File: src/rtl/ndrm_pkg.sv
// Package for the NIC descriptor ring manager: sizes, register indexes,
// status bits, item kinds and the request/response transfer structs.
// No dependencies.
`timescale 1ns / 1ps
`default_nettype none

package ndrm_pkg;

  localparam int TX_SLOTS        = 8;
  localparam int RX_SLOTS        = 8;
  localparam int RX_BUFFER_BYTES = 2048;

  localparam int TX_PTR_W = $clog2(TX_SLOTS);
  localparam int RX_PTR_W = $clog2(RX_SLOTS);

  localparam int SLOT_W  = 3;
  localparam int LEN_W   = 12;
  localparam int CNT_W   = 32;
  localparam int CFG_IDX_W = 4;
  localparam int CFG_DATA_W = 12;

  localparam logic [LEN_W-1:0] MIN_HEADER_LEN  = LEN_W'(14);
  localparam logic [LEN_W-1:0] MAX_TX_RESET    = LEN_W'(1536);
  localparam logic [LEN_W-1:0] MIN_WIRE_RESET  = LEN_W'(60);
  localparam logic [LEN_W-1:0] RX_BUF_LEN      = LEN_W'(RX_BUFFER_BYTES);

  // descriptor status byte
  localparam logic [7:0] ST_DONE = 8'h01;
  localparam logic [7:0] ST_EOP  = 8'h02;
  localparam int ST_DONE_BIT = 0;
  localparam int ST_EOP_BIT  = 1;

  // configuration register indexes
  localparam logic [CFG_IDX_W-1:0] REG_TX_ENABLE       = CFG_IDX_W'(0);
  localparam logic [CFG_IDX_W-1:0] REG_RX_ENABLE       = CFG_IDX_W'(1);
  localparam logic [CFG_IDX_W-1:0] REG_MAX_TX_LENGTH   = CFG_IDX_W'(2);
  localparam logic [CFG_IDX_W-1:0] REG_MIN_WIRE_LENGTH = CFG_IDX_W'(3);

  typedef enum logic [1:0] {
    KIND_SEND    = 2'd0,
    KIND_TX_DONE = 2'd1,
    KIND_ARRIVAL = 2'd2,
    KIND_POLL    = 2'd3
  } kind_t;

  typedef struct packed {
    kind_t             kind;
    logic [LEN_W-1:0]  frame_length;
    logic              have_frame;
    logic [15:0]       poll_buf_bytes;
    logic              arrival_eop;
    logic [7:0]        arrival_errors;
    logic [15:0]       arrival_ethertype;
  } req_t;

  typedef struct packed {
    logic              ok;
    logic [SLOT_W-1:0] slot;
    logic [LEN_W-1:0]  padded_len;
    logic [15:0]       reported_len;
    logic [7:0]        last_status;
    logic [7:0]        last_errors;
    logic [15:0]       last_type;
    logic [CNT_W-1:0]  attempts_count;
    logic [CNT_W-1:0]  sent_count;
    logic [CNT_W-1:0]  tx_error_count;
    logic [CNT_W-1:0]  rx_packet_count;
    logic [CNT_W-1:0]  rx_error_count;
  } rsp_t;

  // one receive descriptor as held in the slot memory
  typedef struct packed {
    logic [1:0]        status;
    logic [7:0]        errors;
    logic [LEN_W-1:0]  length;
    logic [15:0]       ethertype;
  } rx_entry_t;

endpackage

`default_nettype wire

File: src/rtl/nic_descriptor_ring_manager.sv
// NIC descriptor ring manager: transmit ring done bits, receive slot memory,
// statistics counters. Uses ndrm_pkg.
// Timing: the request transfer edge registers the slot memory read; then in
//   S_EXEC the read-modify-write is done and the response is loaded, once the
//   response register is free. A new request is taken only after the item
//   completes, since the request channel stalls while an item executes.
// Reset (rst, synchronous): pointers, counters and last fields zero, all tx
//   done bits set, all rx slots read as empty at once via per-slot valid bits.
`timescale 1ns / 1ps
`default_nettype none

module nic_descriptor_ring_manager
  import ndrm_pkg::*;
(
  input  wire logic                  clk,
  input  wire logic                  rst,
  // request channel
  input  wire logic                  req_valid,
  output logic                       req_stall,
  input  wire req_t                  req,
  // response channel
  output logic                       rsp_valid,
  input  wire logic                  rsp_stall,
  output rsp_t                       rsp,
  // configuration writes
  input  wire logic                  cfg_valid,
  output logic                       cfg_ready,
  input  wire logic [CFG_IDX_W-1:0]  cfg_index,
  input  wire logic [CFG_DATA_W-1:0] cfg_data
);

  typedef enum logic [1:0] {
    S_IDLE = 2'b01,
    S_EXEC = 2'b10
  } state_t;

  state_t state;

  // configuration registers
  logic             tx_enable;
  logic             rx_enable;
  logic [LEN_W-1:0] max_tx_length;
  logic [LEN_W-1:0] min_wire_length;

  // transmit ring: done bits in flops, pointers
  logic [TX_SLOTS-1:0] tx_done, tx_done_next;
  logic [TX_PTR_W-1:0] tx_tail, tx_tail_next;
  logic [TX_PTR_W-1:0] tx_head, tx_head_next;

  // receive ring: slot memory plus per-slot valid bits (reset clears them,
  // an invalid slot reads as all zero)
  rx_entry_t           rx_mem [RX_SLOTS];
  logic [RX_SLOTS-1:0] rx_valid;
  logic [RX_PTR_W-1:0] rx_read_ptr, rx_read_ptr_next;
  logic [RX_PTR_W-1:0] rx_fill_ptr, rx_fill_ptr_next;
  logic [RX_PTR_W-1:0] rd_addr, rd_addr_q;
  rx_entry_t           rd_q;
  logic                rd_vld_q;
  rx_entry_t           entry;
  logic                wr_en;
  rx_entry_t           wr_data;

  // counters and last-looked-at fields
  logic [CNT_W-1:0] attempts_count, attempts_count_next;
  logic [CNT_W-1:0] sent_count, sent_count_next;
  logic [CNT_W-1:0] tx_error_count, tx_error_count_next;
  logic [CNT_W-1:0] rx_packet_count, rx_packet_count_next;
  logic [CNT_W-1:0] rx_error_count, rx_error_count_next;
  logic [7:0]       last_status, last_status_next;
  logic [7:0]       last_errors, last_errors_next;
  logic [15:0]      last_type, last_type_next;

  req_t  item;
  logic  accept;
  logic  fire;
  rsp_t  result;

  logic [RX_PTR_W-1:0] rx_slot;
  logic [15:0]         len16;

  // One request at a time: the request channel is open only in S_IDLE.
  assign req_stall = (state != S_IDLE);
  assign accept    = req_valid && !req_stall;
  // EXEC completes once the response register is free or being emptied.
  assign fire      = (state == S_EXEC) && !(rsp_valid && rsp_stall);

  assign cfg_ready = 1'b1;

  // Arrivals look at the fill slot, everything else at the read slot.
  assign rd_addr = (req.kind == KIND_ARRIVAL) ? rx_fill_ptr : rx_read_ptr;
  assign entry   = rd_vld_q ? rd_q : '0;
  assign len16   = 16'(entry.length);

  always_ff @(posedge clk) begin
    if (rst) begin
      state <= S_IDLE;
    end else begin
      unique case (state)
        S_IDLE: if (accept) state <= S_EXEC;
        S_EXEC: if (fire) state <= S_IDLE;
        default: state <= S_IDLE;
      endcase
    end
  end

  always_ff @(posedge clk) begin
    if (rst) begin
      tx_enable       <= 1'b0;
      rx_enable       <= 1'b0;
      max_tx_length   <= MAX_TX_RESET;
      min_wire_length <= MIN_WIRE_RESET;
    end else if (cfg_valid && cfg_ready) begin
      unique case (cfg_index)
        REG_TX_ENABLE:       tx_enable       <= cfg_data[0];
        REG_RX_ENABLE:       rx_enable       <= cfg_data[0];
        REG_MAX_TX_LENGTH:   max_tx_length   <= cfg_data[LEN_W-1:0];
        REG_MIN_WIRE_LENGTH: min_wire_length <= cfg_data[LEN_W-1:0];
        default: ;
      endcase
    end
  end

  // item capture and slot memory read (registered read data)
  always_ff @(posedge clk) begin
    if (accept) begin
      item      <= req;
      rd_addr_q <= rd_addr;
      rd_q      <= rx_mem[rd_addr];
      rd_vld_q  <= rx_valid[rd_addr];
    end
  end

  // slot memory write-back
  always_ff @(posedge clk) begin
    if (wr_en) begin
      rx_mem[rd_addr_q] <= wr_data;
    end
  end

  always_ff @(posedge clk) begin
    if (rst) begin
      rx_valid <= '0;
    end else if (wr_en) begin
      rx_valid[rd_addr_q] <= 1'b1;
    end
  end

  // read-modify-write of one item
  always_comb begin
    tx_done_next         = tx_done;
    tx_tail_next         = tx_tail;
    tx_head_next         = tx_head;
    rx_read_ptr_next     = rx_read_ptr;
    rx_fill_ptr_next     = rx_fill_ptr;
    attempts_count_next  = attempts_count;
    sent_count_next      = sent_count;
    tx_error_count_next  = tx_error_count;
    rx_packet_count_next = rx_packet_count;
    rx_error_count_next  = rx_error_count;
    last_status_next     = last_status;
    last_errors_next     = last_errors;
    last_type_next       = last_type;
    wr_en                = 1'b0;
    wr_data              = '0;
    rx_slot              = rd_addr_q;
    result               = '0;

    case (item.kind)
      KIND_SEND: begin
        result.slot      = SLOT_W'(tx_tail);
        last_status_next = 8'h00;
        if (!tx_enable || !item.have_frame || (item.frame_length > max_tx_length)
            || !tx_done[tx_tail]) begin
          tx_error_count_next = tx_error_count + CNT_W'(1);
        end else begin
          result.ok           = 1'b1;
          result.padded_len   = (item.frame_length < min_wire_length) ?
                                min_wire_length : item.frame_length;
          tx_done_next[tx_tail] = 1'b0;
          attempts_count_next = attempts_count + CNT_W'(1);
          tx_tail_next = (tx_tail == TX_PTR_W'(TX_SLOTS - 1)) ? '0 :
                         tx_tail + TX_PTR_W'(1);
        end
      end

      KIND_TX_DONE: begin
        result.slot = SLOT_W'(tx_head);
        if (!tx_done[tx_head]) begin
          result.ok             = 1'b1;
          tx_done_next[tx_head] = 1'b1;
          last_status_next      = ST_DONE;
          sent_count_next       = sent_count + CNT_W'(1);
          tx_head_next = (tx_head == TX_PTR_W'(TX_SLOTS - 1)) ? '0 :
                         tx_head + TX_PTR_W'(1);
        end
      end

      KIND_ARRIVAL: begin
        result.slot = SLOT_W'(rx_slot);
        if (rx_enable && !entry.status[ST_DONE_BIT]) begin
          result.ok         = 1'b1;
          wr_en             = 1'b1;
          wr_data.status    = {item.arrival_eop, 1'b1};
          wr_data.errors    = item.arrival_errors;
          wr_data.length    = (item.frame_length > RX_BUF_LEN) ? RX_BUF_LEN :
                              item.frame_length;
          wr_data.ethertype = item.arrival_ethertype;
          rx_fill_ptr_next = (rx_fill_ptr == RX_PTR_W'(RX_SLOTS - 1)) ? '0 :
                             rx_fill_ptr + RX_PTR_W'(1);
        end
      end

      default: begin // KIND_POLL
        result.slot = SLOT_W'(rx_slot);
        if (!rx_enable) begin
          rx_error_count_next = rx_error_count + CNT_W'(1);
          last_status_next    = 8'h00;
          last_errors_next    = 8'h00;
        end else if (!entry.status[ST_DONE_BIT]) begin
          last_status_next = {6'b0, entry.status};
          last_errors_next = entry.errors;
        end else begin
          result.ok        = 1'b1;
          last_status_next = {6'b0, entry.status};
          last_errors_next = entry.errors;
          last_type_next   = 16'h0000;
          // short frame: no ethertype, nothing copied
          if (entry.length >= MIN_HEADER_LEN) begin
            last_type_next      = entry.ethertype;
            result.reported_len = ((item.poll_buf_bytes != 16'h0000) &&
                                   (len16 > item.poll_buf_bytes)) ?
                                  item.poll_buf_bytes : len16;
          end
          if ((entry.errors != 8'h00) || !entry.status[ST_EOP_BIT]) begin
            rx_error_count_next = rx_error_count + CNT_W'(1);
          end else begin
            rx_packet_count_next = rx_packet_count + CNT_W'(1);
          end
          wr_en   = 1'b1;
          wr_data = '0;
          rx_read_ptr_next = (rx_read_ptr == RX_PTR_W'(RX_SLOTS - 1)) ? '0 :
                             rx_read_ptr + RX_PTR_W'(1);
        end
      end
    endcase

    if (!fire) begin
      wr_en = 1'b0;
    end

    result.last_status     = last_status_next;
    result.last_errors     = last_errors_next;
    result.last_type       = last_type_next;
    result.attempts_count  = attempts_count_next;
    result.sent_count      = sent_count_next;
    result.tx_error_count  = tx_error_count_next;
    result.rx_packet_count = rx_packet_count_next;
    result.rx_error_count  = rx_error_count_next;
  end

  always_ff @(posedge clk) begin
    if (rst) begin
      tx_done         <= '1;
      tx_tail         <= '0;
      tx_head         <= '0;
      rx_read_ptr     <= '0;
      rx_fill_ptr     <= '0;
      attempts_count  <= '0;
      sent_count      <= '0;
      tx_error_count  <= '0;
      rx_packet_count <= '0;
      rx_error_count  <= '0;
      last_status     <= '0;
      last_errors     <= '0;
      last_type       <= '0;
    end else if (fire) begin
      tx_done         <= tx_done_next;
      tx_tail         <= tx_tail_next;
      tx_head         <= tx_head_next;
      rx_read_ptr     <= rx_read_ptr_next;
      rx_fill_ptr     <= rx_fill_ptr_next;
      attempts_count  <= attempts_count_next;
      sent_count      <= sent_count_next;
      tx_error_count  <= tx_error_count_next;
      rx_packet_count <= rx_packet_count_next;
      rx_error_count  <= rx_error_count_next;
      last_status     <= last_status_next;
      last_errors     <= last_errors_next;
      last_type       <= last_type_next;
    end
  end

  // response register: holds a finished transfer until taken
  always_ff @(posedge clk) begin
    if (rst) begin
      rsp_valid <= 1'b0;
    end else if (fire) begin
      rsp_valid <= 1'b1;
    end else if (rsp_valid && !rsp_stall) begin
      rsp_valid <= 1'b0;
    end
  end

  always_ff @(posedge clk) begin
    if (fire) begin
      rsp <= result;
    end
  end

`ifndef SYNTHESIS
  a_accept_exec: assert property (@(posedge clk) disable iff (rst)
    accept |=> (state == S_EXEC))
    else $error("accepted request did not enter execute");

  a_fire_rsp: assert property (@(posedge clk) disable iff (rst)
    fire |=> (rsp_valid && (state == S_IDLE)))
    else $error("completed request did not load response");

  a_ring_full_empty: assert property (@(posedge clk) disable iff (rst)
    (tx_tail == tx_head) |-> ((tx_done == '1) || (tx_done == '0)))
    else $error("tx ring pointers equal with mixed done bits");

  a_outstanding: assert property (@(posedge clk) disable iff (rst)
    CNT_W'($countones(~tx_done)) == (attempts_count - sent_count))
    else $error("outstanding tx slots disagree with counters");
`endif

endmodule

`default_nettype wire
File: config.mk
export PLATFORM = sky130hd
export DESIGN_NAME = nic_descriptor_ring_manager
export DESIGN_NICKNAME = d
export VERILOG_FILES = /design/src/rtl/ndrm_pkg.sv /design/src/rtl/nic_descriptor_ring_manager.sv
export SDC_FILE = /design/constraint.sdc
export NUM_CORES = 1
export LEC_CHECK = 0
export ABC_AREA = 1
export BUFFER_PORTS_ARGS = -buffer_cell sky130_fd_sc_hd__buf_4
export CAP_MARGIN = 10
export CORE_MARGIN = 4
export CORE_UTILIZATION = 56
export CTS_BUF_LIST = sky130_fd_sc_hd__clkbuf_2
export DETAILED_ROUTE_END_ITERATION = 8
export PLACE_DENSITY = 0.76
export SLEW_MARGIN = 20
export SYNTH_ARGS = -nofsm -noshare
export SYNTH_HDL_FRONTEND = slang
export SYNTH_SLANG_ARGS = --single-unit
File: constraint.sdc
create_clock -name clk -period 7.65 [get_ports clk]
set_clock_uncertainty 0.05 [all_clocks]
set_input_delay 0.765 -clock clk [delete_from_list [all_inputs] [get_ports clk]]
set_output_delay 0.765 -clock clk [all_outputs]
set_load 0.02 [all_outputs]
==> results of run 1 <==
## through the flow
stage | instances | hold slack (ns) | util, % | instance area, sq um | setup slack [ns]
global route | 5813 | 0.0956 | 66.5 | 45900 | 3.49
floorplan | 4169 | 0.374 | - | 39200 | 2.16
global placement | 5248 | 0.389 | 61.1 | 42200 | 3.73
CTS | 5811 | 0.00838 | 66.5 | 45900 | 3.86
detailed placement | 5248 | 0.396 | 61.1 | 42200 | 3.61
finish | 5813 | 0.239 | 66.5 | 45900 | 3.80
## power by group through the flow
stage / clock (mW) / combinational (mW) / sequential, mW
after floorplan: 0 / 0.257 / 5.28
after global placement: 0 / 0.405 / 5.28
after detailed placement: 0 / 0.416 / 5.28
after CTS: 3.25 / 0.482 / 5.17
after global routing: 3.51 / 0.538 / 5.18
final: 3.16 / 0.488 / 5.17
## Yosys cell counts, drive strengths merged
master  instances  area share (%)
a211oi          3           0.057
a21boi          2           0.038
a21o            2           0.038
a21oi         222             2.9
a22o           16            0.36
a22oi           4           0.077
a31oi           4           0.064
and3            1           0.016
buf            64            0.97
clkbuf        119             1.1
clkinv          3           0.029
conb            2           0.019
dfxtp         249              13
edfxtp        626              48
ha             46             1.5
inv           523             5.0
mux2           38             1.1
nand2         810             7.9
nand3         277             3.6
nand3b          2           0.038
nand4          70             1.1
nor2          510             5.1
nor3           61            0.83
nor4           12            0.19
o211a           1           0.026
o211ai          2           0.051
o21ai         345             4.4
o21bai          1           0.019
o22ai          83             1.3
o31ai           5           0.096
or2             3           0.048
or3             1           0.016
xnor2           6            0.13
xor2           53             1.3
## logic make-up after synthesis
logic type	share of synthesized area [%]
and+or+nand+nor	18.8
DFF	60.6
buffers and inverters	7.16
AOI/OAI and AO/OA	9.45
xor gates and xnor gates	1.39
adders and majority gates	1.47
muxes	1.09
other	0.0191
## repair_timing
action,4_1_cts,5_1_grt
hold buffers,167,0
setup endpoints to repair,0,0
endpoints found under the hold margin,213,0
gates resized for setup,0,0
buffers inserted,0,0
## sequential cells by signal (all words and copies together), names as in the netlist, 16 cells and up
name,cells
attempts_count,32
item,56
last_type,16
rd_q,38
rsp,224
rx_error_count,32
rx_mem,304
rx_packet_count,32
sent_count,32
tx_error_count,32
## worst max-delay path by stage
stage	to	slack [ns]
global route	tx_tail[0]	3.49
CTS	attempts_count[1]	3.86
global placement	rx_mem[0][21]	3.73
detailed placement	rx_mem[0][32]	3.61
floorplan	item[0]	2.16
finish	tx_done[1]	3.80
## layer usage
layer | vias to the layer above | track usage (%) | wire, um
met4 | 0 | 9.58 | 2450
li1 | 15227 | - | -
met2 | 1315 | 43.7 | 47700
met5 | - | 0 | 0
met3 | 173 | 4.56 | 7390
met1 | 14774 | 35.2 | 41800
## layout make-up
class | instances | area share [%]
sequential | 875 | 51.8
antenna | 2 | 0.0109
tap | 931 | 2.54
clock buffer | 321 | 3.50
inverter | 526 | 4.32
timing repair buffer | 498 | 9.11
clock inverter | 75 | 1.00
multi-input combinational | 2585 | 27.7
## tightest hold or removal path, stage by stage
cell and delay [ns]:
sky130_fd_sc_hd__dlygate4sd3_1 0.53, sky130_fd_sc_hd__buf_4 0.11, sky130_fd_sc_hd__o21ai_0 0.07, sky130_fd_sc_hd__a21oi_1 0.11
==> impl_summary.log, run 1 <==
[metrics] sequential fraction of design power: about 60%
[metrics] multi-input combinational cell area: ~13,000 sq um
[metrics] Crit. End Element: flip-flop
[metrics] average cell area after synthesis: 9.41 sq um
[metrics] final net count: between 4,000 and 5,000
[metrics] instance count along the most critical hold path: 4
[metrics] setup repair after global routing missed its margin: false
[metrics] critical path's top delay family: simple AND/OR/NAND/NOR gates
[metrics] worst-margin pin slew: 1.08 ns
[metrics] setup slack on the worst flop-to-flop path: approximately 3.8 ns
[metrics] DIE HEIGHT: approximately 270 um
[metrics] Final Cycle Share: 50.3%
[metrics] beginning of the critical path: tx_tail[0]
[metrics] Synth cell types: 55
[metrics] crit-path max cell delay: approximately 0.75 ns
[metrics] total power per unit cell area: between 150 and 200 nW/um^2
[metrics] highest-count cells in the layout ignoring fill and taps: sky130_fd_sc_hd__nand2_1 (802), sky130_fd_sc_hd__edfxtp_1 (626), sky130_fd_sc_hd__inv_1 (505)
[metrics] number of standard-cell rows in the floorplan: 96
[metrics] worst-case vdd ir drop: ~120 uV
[metrics] Power Internal: 6.60 mW
[metrics] worst-path cell chain: inv_2, nand3_1, nor2_1, nor2_1, nand2_1, nor2_4, nand2_4, nand2_1, nand2_2, nand2_1, nand3_1
[metrics] R2R cell count: 11
[metrics] weighted congestion reported at the end of routability-driven placement: around 0.93
[metrics] pin count of the biggest net entering global routing: around 190
[metrics] Sequential cell area: around 24,000 sq um
[metrics] number of max-slew violations in the final report: 0
[metrics] Core Footprint: 69,100 sq um
[metrics] drt pass-1 iters: 6
[metrics] overall overflow remaining after global route: 0
[metrics] critical path depth: 11
[metrics] fraction of power spent switching nets: ~25%
[metrics] maximum clock rate: about 260 MHz
[metrics] global-route wire length before repair: around 160,000 um
[metrics] ports placed on the boundary: 304
[metrics] antenna violations before repair: 2
[metrics] Hold WC Path Type: in -> reg
[metrics] routed via count divided by cell count: between 5 and 6
[metrics] worst rel slew slack: approximately 28%
[metrics] cts bufs inserted: about 210
[metrics] Layout Area Growth over Synthesis: 17.1%
[metrics] register bit total from synthesis: 875
[metrics] Layout fillers: between 5,000 and 6,000
[metrics] share of post-route cells with drive strength above 1: 16.1%
[metrics] global routing usage summed across all routing layers: approximately a quarter
[metrics] Worst Setup Start Kind: flip-flop
[metrics] count of vias placed by the detailed router: 31,489
[metrics] clock-pin slew of the registers on the worst-case setup and hold paths: 0.10 ns
[metrics] LEAKAGE: ~18 nW
[metrics] CTS tree: yes
[metrics] standard cell with the maximum stage delay on the critical path: sky130_fd_sc_hd__nand2_4
[metrics] Final setup violation count: 0
[metrics] net switching power: 2.22 mW
[metrics] data arrival time at the worst-slack endpoint: ~5.0 ns
[metrics] commonest non-fill, non-tap cell in the layout: sky130_fd_sc_hd__nand2_1
[metrics] clock tree root buffer cell: sky130_fd_sc_hd__clkbuf_2
[metrics] depth of the CTS H-tree: 4
[metrics] end of the worst hold path: max_tx_length[4]
[metrics] count of max-cap constraint violations: 0
[metrics] Min-Delay Startpoint: cfg_data[4]
[metrics] required time reported for the critical path endpoint: 8.75 ns
[metrics] count of clock tree sinks: between 800 and 900
[metrics] combinational share of power: about 5.5%
[metrics] initial core utilization: between 50% and 60%
[metrics] clock period minus worst slack: just under 4 ns
[metrics] Power, Total: 8.82 mW
[metrics] run status: finished, final reports clean
[metrics] number of warning messages in the yosys log: 0
[metrics] post-synthesis instance total: 4,166
[metrics] post-route antenna net violation count: 0
[metrics] remaining routing DRC violations: 0
[metrics] RR Endpoint: tx_done[1]
[metrics] part of the Yosys area used for sequential elements: 60.6%
[metrics] clock latency on the worst-skew pair: around 1.4 ns
[metrics] Total Negative Setup Slacks: 0 ns
[metrics] Max Root-Sink Buffers: 3
[metrics] Critical Path Fanout Max: 94
[metrics] start-to-end type of the worst setup path: reg -> reg
[metrics] estimated wirelength of the detail-placed design: between 60,000 and 70,000 um
[metrics] CP most frequent cell: sky130_fd_sc_hd__nand2_1
[metrics] vias in the first global route: around 30,000
[metrics] Die X: 273 um
[metrics] Crit Reg-Reg Startpoint: tx_tail[0]
[metrics] cell area after technology mapping: about 39,000 sq um
[metrics] DRT Wirelength: around 99,000 um
[metrics] buffers and inverters on the worst path: 1
[metrics] Fin. Hold Viols: 0
[metrics] Die Outline Area: about 74,000 sq um
[metrics] IO buf count: about 300
[metrics] 1st-iter DRT viols: ~3,300
[metrics] power share of the clock group: 35.8%
[metrics] detailed-route wire length per cell: ~17 um
Note: power is estimated with default switching activity, not from simulation.
==> run 2, diff against run 1 <==
--- a/config.mk
+++ b/config.mk
@@ -9,10 +9,10 @@
 export BUFFER_PORTS_ARGS = -buffer_cell sky130_fd_sc_hd__buf_4
 export CAP_MARGIN = 10
 export CORE_MARGIN = 4
-export CORE_UTILIZATION = 56
+export CORE_UTILIZATION = 62
 export CTS_BUF_LIST = sky130_fd_sc_hd__clkbuf_2
 export DETAILED_ROUTE_END_ITERATION = 8
-export PLACE_DENSITY = 0.76
+export PLACE_DENSITY = 0.8
 export SLEW_MARGIN = 20
 export SYNTH_ARGS = -nofsm -noshare
 export SYNTH_HDL_FRONTEND = slang
==> constraint.sdc (replaced) <==
create_clock -name clk -period 3.98 [get_ports clk]
set_clock_uncertainty 0.05 [all_clocks]
set_input_delay 0.398 -clock clk [delete_from_list [all_inputs] [get_ports clk]]
set_output_delay 0.398 -clock clk [all_outputs]
set_load 0.02 [all_outputs]
==> run 2 against run 1 <==
Clock power grew 86%. Sequential cell count is the same. Hold slack lost 0.025 ns. First-iteration DRC count grew 2.9%. Cell count shrank 1.2%. Die area shrank 9.4%.
==> impl_summary.log, run 2 (synthesis gave the netlist of run 1 again) <==
[metrics] run status: finished, final reports clean (unchanged)
[metrics] clock tree root buffer cell: sky130_fd_sc_hd__clkbuf_2 (unchanged)
[metrics] remaining routing DRC violations: 0 (unchanged)
[metrics] Sequential cell area: 23,800 sq um (unchanged)
[metrics] Layout Area Growth over Synthesis: 17.2% (was 17.1%)
[metrics] worst-path cell chain: dlygate4sd3_1, buf_4, dlygate4sd3_1, nor2_1, dlygate4sd3_1, inv_1, nor3_1, dlygate4sd3_1, inv_2, nor2_1, dlygate4sd3_1, nor2_1, dlygate4sd3_1 (was inv_2, nand3_1, nor2_1, nor2_1, nand2_1, nor2_4, nand2_4, nand2_1, nand2_2, nand2_1, nand3_1)
[metrics] global-route wire length before repair: 157,000 um (about the same)
[metrics] estimated wirelength of the detail-placed design: 62,400 um (was 60,600 um)
[metrics] IO buf count: 302 (unchanged)
[metrics] cts bufs inserted: 210 (was 211)
[metrics] Core Footprint: 62,200 sq um (was 69,100 sq um)
[metrics] count of max-cap constraint violations: 0 (unchanged)
[metrics] Final setup violation count: 0 (unchanged)
[metrics] final net count: 4,834 (was 4,820)
[metrics] worst-margin pin slew: 1.14 ns (was 1.08 ns)
[metrics] Die Outline Area: 67,400 sq um (was 74,300 sq um)
[metrics] pin count of the biggest net entering global routing: 179 (was 192)
[metrics] worst-case vdd ir drop: 269 uV (was 120 uV)
[metrics] depth of the CTS H-tree: 4 (unchanged)
[metrics] count of vias placed by the detailed router: 31,724 (was 31,489)
[metrics] overall overflow remaining after global route: 0 (unchanged)
[metrics] maximum clock rate: between 200 and 300 MHz
[metrics] Max Root-Sink Buffers: 3 (unchanged)
[metrics] buffers and inverters on the worst path: 9 (was 1)
[metrics] setup repair after global routing missed its margin: false (unchanged)
[metrics] detailed-route wire length per cell: 17.3 um (was 17.1 um)
[metrics] Gates resized, CTS repair: 0 (unchanged)
[metrics] 1st-iter DRT viols: 3,350 (was 3,256)
[metrics] routed via count divided by cell count: 5.53 (was 5.42)
[metrics] standard cell with the maximum stage delay on the critical path: sky130_fd_sc_hd__dlygate4sd3_1 (was sky130_fd_sc_hd__nand2_4)
[metrics] DIE HEIGHT: 260 um (was 273 um)
[metrics] commonest non-fill, non-tap cell in the layout: sky130_fd_sc_hd__nand2_1 (unchanged)
[metrics] count of clock tree sinks: 875 (unchanged)
[metrics] Final Cycle Share: a little over nine tenths
[metrics] max reg flops: 304 (unchanged)
[metrics] worst rel slew slack: 23.7% (was 27.5%)
[metrics] required time reported for the critical path endpoint: 5.20 ns (was 8.75 ns)
[metrics] share of post-route cells with drive strength above 1: 16.0% (was 16.1%)
[metrics] postcts setup bufs: 0 (unchanged)
[metrics] CTS tree: yes (unchanged)
[metrics] start-to-end type of the worst setup path: in -> reg (was reg -> reg)
[metrics] worst-case setup margin in the final layout: 0.126 ns (was 3.80 ns)
[metrics] Die X: 260 um (was 273 um)
[metrics] post-route antenna net violation count: 0 (unchanged)
[metrics] ports placed on the boundary: 304 (unchanged)
[metrics] number of max-slew violations in the final report: 0 (unchanged)
[metrics] clock-pin slew of the registers on the worst-case setup and hold paths: 0.11 ns (was 0.10 ns)
[metrics] global routing usage summed across all routing layers: 29.0% (was 26.3%)
[metrics] total power per unit cell area: 365 nW/um^2 (was 192 nW/um^2)
[metrics] clock latency on the worst-skew pair: 1.41 ns (was 1.36 ns)
[metrics] Fin. Hold Viols: 0 (unchanged)
[metrics] clock period minus worst slack: just under 4 ns
[metrics] antenna violations before repair: 6 (was 2)
[metrics] vias in the first global route: 29,780 (was 29,966)
[metrics] crit-path max cell delay: 0.75 ns (about the same)
[metrics] Hold WC Path Type: in -> reg (unchanged)
[metrics] drt pass-1 iters: 7 (was 6)
[metrics] Total Negative Setup Slacks: 0 ns (unchanged)
[metrics] number of standard-cell rows in the floorplan: 91 (was 96)
[metrics] top register by number of flip-flops: rx_mem (unchanged)
[metrics] DRT Wirelength: 99,500 um (was 99,300 um)
[metrics] Critical Path Fanout Max: 19 (was 94)
[metrics] leading registers by flop count: rx_mem x304, rsp x224, item x56 (unchanged)
[metrics] worst setup timing slack at the placement stage: 0.886 ns (was 3.61 ns)
[metrics] critical path's top delay family: buffers and inverters (was simple AND/OR/NAND/NOR gates)
[metrics] CP most frequent cell: sky130_fd_sc_hd__dlygate4sd3_1 (was sky130_fd_sc_hd__nand2_1)
[metrics] initial core utilization: 63.1% (was 56.8%)
[metrics] multi-input combinational cell area: 12,700 sq um (unchanged)
[metrics] highest-count cells in the layout ignoring fill and taps: sky130_fd_sc_hd__nand2_1 (802), sky130_fd_sc_hd__edfxtp_1 (626), sky130_fd_sc_hd__inv_1 (505) (unchanged)
[metrics] Crit. End Element: flip-flop (unchanged)
[metrics] data arrival time at the worst-slack endpoint: 5.07 ns (was 4.95 ns)
[metrics] weighted congestion reported at the end of routability-driven placement: 0.912 (was 0.928)
[metrics] LEAKAGE: 18.5 nW (about the same)
[metrics] Worst Setup Start Kind: primary input (was flip-flop)
[metrics] Layout fillers: 4,438 (was 5,423)
[run 2: changes by cell type in the layout (fill, tap and decap cells not counted)]
cell and change:
sky130_fd_sc_hd__clkinv_4 -1, sky130_fd_sc_hd__buf_4 +3, sky130_fd_sc_hd__clkbuf_2 -14, sky130_fd_sc_hd__bufinv_16 -2, sky130_fd_sc_hd__diode_2 +4, sky130_fd_sc_hd__buf_12 +9
sky130_fd_sc_hd__dlygate4sd3_1 +3, sky130_fd_sc_hd__clkinvlp_4 -1, sky130_fd_sc_hd__inv_2 +1, sky130_fd_sc_hd__clkinv_2 -1, sky130_fd_sc_hd__inv_6 +1, sky130_fd_sc_hd__clkinv_1 +20
[run 2: cell type report]
cell class | instances | share of cell area, %
timing repair buffer | 513 | 9.61
sequential | 875 | 51.7
multi-input combinational | 2585 | 27.7
clock inverter | 92 | 1.01
antenna | 6 | 0.0327
clock buffer | 307 | 3.34
tap | 837 | 2.28
inverter | 526 | 4.31
[run 2: repair_timing]
item                                    CTS  global route
endpoints found under the hold margin   635             0
endpoints found under the setup margin    0             0
hold buffers                            170             0
[run 2: layer usage]
layer / wire (um) / up-vias / share of wire (%) / global-route usage [%]
met5: 0 / - / 0 / 0
li1: - / 15256 / - / -
met2: 47800 / 1501 / 48 / 47.4
met1: 40900 / 14758 / 41 / 39.3
met4: 2640 / 0 / 2.6 / 10.3
met3: 8230 / 209 / 8.3 / 5.57
[run 2: worst paths after layout]
kind                       start          endpoint  slack (ns)  cells after the start
setup / recovery    cfg_index[2]  max_tx_length[0]        0.13                     13
hold / removal         req_valid          item[41]        0.21                      5
setup reg to reg        item[51]           rsp[67]        0.79                     13
hold reg to reg   last_status[7]    last_status[7]        0.41                      2
[run 2: per-stage QoR]
step | total power, mW | hold WS (ns) | instances | util, % | instance area, sq um
finish | 16.8 | 0.214 | 5741 | 74.0 | 46000
global route | 17.6 | 0.124 | 5739 | 74.0 | 46000
CTS | 16.9 | 0.00939 | 5735 | 73.9 | 46000
detailed placement | 11.0 | 0.398 | 5166 | 68.0 | 42300
global placement | 10.9 | 0.394 | 5166 | 68.0 | 42300
floorplan | 10.6 | 0.374 | 4169 | - | 39200
[run 2: report_power, final]
part / switching, mW / internal [mW] / leakage (nW)
Clock: 3.58 / 2.31 / 1.50
Combinational: 0.595 / 0.376 / 9.59
Sequential: 0.107 / 9.83 / 7.42
[run 2: worst register-to-register path: stages, from the launching register on]
cell	delay [ns]
sky130_fd_sc_hd__edfxtp_1	0.56
sky130_fd_sc_hd__ha_1	0.37
sky130_fd_sc_hd__nand2_1	0.05
sky130_fd_sc_hd__inv_1	0.04
sky130_fd_sc_hd__nand2_1	0.07
sky130_fd_sc_hd__nor2_1	0.17
sky130_fd_sc_hd__nand2_1	0.08
sky130_fd_sc_hd__nand3_1	0.08
sky130_fd_sc_hd__nand2_1	0.13
sky130_fd_sc_hd__nand2_4	0.29
sky130_fd_sc_hd__buf_4	0.64
sky130_fd_sc_hd__nand3_1	0.22
sky130_fd_sc_hd__nand2_1	0.14
sky130_fd_sc_hd__nand2_1	0.07
